File: config.mk
export PLATFORM = sky130hd
export DESIGN_NAME = swp_ram
export DESIGN_NICKNAME = d
export VERILOG_FILES = /design/src/rtl/skin_weight_packer_macros.svh /design/src/rtl/swp_ram.sv
export SDC_FILE = /design/constraint.sdc
export NUM_CORES = 1
export LEC_CHECK = 0
export ABC_AREA = 0
export BUFFER_PORTS_ARGS = -buffer_cell sky130_fd_sc_hd__buf_2
export CELL_PAD_IN_SITES_DETAIL_PLACEMENT = 0
export CELL_PAD_IN_SITES_GLOBAL_PLACEMENT = 1
export CORE_UTILIZATION = 40
export DETAILED_ROUTE_END_ITERATION = 7
export PLACE_DENSITY = 0.6
export SYNTH_ARGS = -nofsm -noshare
export SYNTH_HDL_FRONTEND = slang
export SYNTH_SLANG_ARGS = --single-unit
File: constraint.sdc
create_clock -name clk -period 1.8 [get_ports clk]
set_clock_uncertainty 0.05 [all_clocks]
set_input_delay 0.09 -clock clk [delete_from_list [all_inputs] [get_ports clk]]
set_output_delay 0.09 -clock clk [all_outputs]
set_load 0.01 [all_outputs]
File: src/rtl/skin_weight_packer_macros.svh
// assertion macros for the skin weight packer
`ifndef SKIN_WEIGHT_PACKER_MACROS_SVH
`define SKIN_WEIGHT_PACKER_MACROS_SVH
`ifndef SYNTH
`define SWP_ASSERT(label, clk, rst, prop) \
  label: assert property (@(posedge clk) disable iff (rst) prop) else $error("assertion failed");
`define SWP_ASSERT_RST(label, clk, prop) \
  label: assert property (@(posedge clk) prop) else $error("assertion failed");
`else
`define SWP_ASSERT(label, clk, rst, prop)
`define SWP_ASSERT_RST(label, clk, prop)
`endif
`endif

File: src/rtl/swp_ram.sv
// generic single port ram with registered read
module swp_ram #(
  parameter int Width = 8,
  parameter int Depth = 16
) (
  input  logic clk,
  input  logic we,
  input  logic [$clog2(Depth)-1:0] addr,
  input  logic [Width-1:0] wdata,
  output logic [Width-1:0] rdata
);
  logic [Width-1:0] mem [Depth];
  always_ff @(posedge clk) begin
    if (we) mem[addr] <= wdata;
    rdata <= mem[addr];
  end
endmodule

==> summary.md <==
| Metric | Value |
|---|---|
| # H-tree levels | 4 |
| GP Congestion | 0.684 |
| Leak pwr | 2.09 nW |
| Post-synth top area cell | edfxtp_1 |
| Area Growth Syn to Fin | 23.6% |
| Worst Max-Slew Pin Slew | 0.846 ns |
| Clock Latency Late Sink | 0.42 ns |
| GRT Total Usage | 16.8% |
| CTS tree | built |
| Outcome | finished clean |
| Cell count after synthesis | 230 |
| Die Span X | 115 um |
| Max Slew Vio Count | 0 |
| RSZ-0062 raised after global routing | no |
| Top_reg_cell synth | edfxtp_1 |
| Maximum vdd drop | 0.731 mV |
| Avg WL per Cell | 20.2 um |
| Tmin final | 1.42 ns |
| Max_cap viols | 0 |
| Combinational share of power | 4.5% |
| Share of cells above drive strength 1 | 36.0% |
| WP data required | 2.05 ns |
| Crit-path max FO | 1 |
| Port Buf Inserts | 21 |
| Type of origin of the critical path | flip-flop |
| Std-Cell Rows | 40 |
| Remaining antenna violation count | 0 |
| Syn Nets | 244 |
| Final Instance Count excl. Fillers | 468 |
| Clock Tree Buf Depth | 2 |
| Drt via density | 5.05 |
| Sw Pwr | 1.51 mW |
| Setup WS pre-CTS | 0.212 ns |
| Area contributors post-synth | edfxtp_1, mux4_2, dfxtp_1, a22oi_1, nor2_1 |
| Antenna violations before repair | 0 |
| Critical path capture point type | flip-flop |
| Number of nets in the layout | 301 |
| CTS Buf Count | 17 |
| Diodes inserted | 0 |
| Starting Density | 41.7% |
| Residual DRC | 0 |
| Fin. Hold Viols | 0 |
| Synth unique cells | 18 |
| Int Power | 6.30 mW |
| Final setup margin | 0.385 ns |
| Synth Warn # | 0 |
| IO Count | 22 |
| GRT overflow | 0 |
| Flop pwr share | 45.6% |
| F_max | 707 MHz |
| Switching part of the total | 19.3% |
| Clk slew on worst S/H paths | 0.06 ns |
| Post-Syn Area | 0.00507 mm^2 |
| Endpoints failing setup | 0 |
| HPWL after detailed placement | 6140 um |
| Critical path arrival | 1.66 ns |
| Clock tree root driver cell | clkbuf_16 |
| Final worst path period share | 78.6% |
| Placed cells | 430 |
| Post-synthesis sequential area ratio | 79.0% |
| Final setup TNS | 0 ns |
| DR pass1 iterations | 4 |
| Sink Count | 136 |
| Worst Path Class, Setup | reg2reg |
| Vias in the first global route | 2534 |
| Area post-placement | 0.00553 mm^2 |
| Top-count cell post-synth | edfxtp_1 |
| Core area | 0.0122 mm^2 |
| FF+latch count, synth | 136 |
| 1st-iter DRT viols | 133 |
| Total Wirelength | 9460 um |
| Clock share of power | 49.9% |
| Synth top cells by count | edfxtp_1, mux4_2, a22oi_1 |
| Postcts setup bufs | 0 |
| Vert. Die Dim | 115 um |
| Slew margin rel. | 43.5% |
| Vias | 2365 |
| Cell area after layout | 0.00626 mm^2 |
| HP Class | in2reg |
| Share of Yosys cell area claimed by the top area cell type | 75.9% |
| Pwr Total | 7.81 mW |
| Die Area | 0.0131 mm^2 |
| Fraction of registers with async set/reset | 0% |
| PwrDens | 1250 mW/mm^2 |
| Largest net degree at the start of global routing | 40 |
| First-pass GRT wire length | 14900 um |
| Avg Cell Area, Syn | 22.0 um^2 |
| EDFF count, synth | 128 |
==> power groups by stage <==
stage | clock network [mW] | logic [mW] | registers (mW)
2_1_floorplan | 0 | 0.182 | 3.63
3_3_place_gp | 0 | 0.343 | 3.62
3_5_place_dp | 0 | 0.347 | 3.63
4_1_cts | 3.98 | 0.358 | 3.56
5_1_grt | 4.09 | 0.383 | 3.56
6_report | 3.90 | 0.351 | 3.56
==> path summary, 6_finish.rpt <==
| path | startpoint | to | slack [ns] | cells past startpoint |
|---|---|---|---|---|
| max | mem[7][2]$_DFFE_PP_ | rdata[2]$_DFF_P_ | 0.38 | 3 |
| min | wdata[5] | mem[14][5]$_DFFE_PP_ | 0.02 | 1 |
| max reg2reg | mem[7][2]$_DFFE_PP_ | rdata[2]$_DFF_P_ | 0.38 | 3 |
| min reg2reg | mem[12][5]$_DFFE_PP_ | rdata[5]$_DFF_P_ | 0.63 | 3 |
==> layout by cell type (no fill, tap or decap) <==
cell type	count
a22oi_1	16
and2_1	1
buf_12	3
buf_2	21
buf_4	19
bufinv_16	6
clkbuf_16	17
clkinv_2	1
clkinv_4	3
clkinvlp_4	4
dfxtp_1	8
dlygate4sd3_1	6
edfxtp_1	128
inv_6	1
mux4_2	32
nand2_1	9
nand2b_1	2
nand3_1	1
nand3b_1	2
nor2_1	13
nor2b_1	2
nor3_1	4
or3b_2	1
==> cells by family after synthesis <==
logic type,share of synthesized area [%]
DFF,79.0
AOI/OAI and AO/OA,2.37
and+or+nand+nor,3.21
buffers and inverters,1.19
muxes,14.2
==> layer usage <==
metal  track usage, %  wire [um]
met4             9.87        215
met5                0          0
met3             4.61        288
met2             26.7       4860
met1             20.9       4100
==> flip-flops by register name (all words and copies together) (netlist names) <==
register  count
mem         128
rdata         8
==> per-stage QoR <==
stage                     util, %  hold slack (ns)
after floorplan                 -            0.139
final                        51.5           0.0250
after global placement       45.4            0.424
after global routing         51.5           0.0233
after CTS                    51.5          0.00231
after detailed placement     45.4            0.432
==> area by class of cell <==
cell class | instances | area (um^2)
fill | 983 | 5900
sequential | 136 | 4000
multi-input combinational | 83 | 1000
clock buffer | 17 | 425
timing repair buffer | 49 | 368
clock inverter | 15 | 250
tap | 168 | 210
==> critical path, cell delays in order, from the launching register on <==
cell      delay, ns
edfxtp_1       0.37
mux4_2         0.50
a22oi_1        0.29
nand2_1        0.09
==> what timing repair did <==
| item | in CTS | in global routing |
|---|---|---|
| endpoints found under the setup margin | 0 | 0 |
| hold endpoints to repair | 79 | 0 |
| hold buffers | 6 | 0 |
| gates resized for setup | 0 | 0 |
Power figures use the tool's default switching activity.
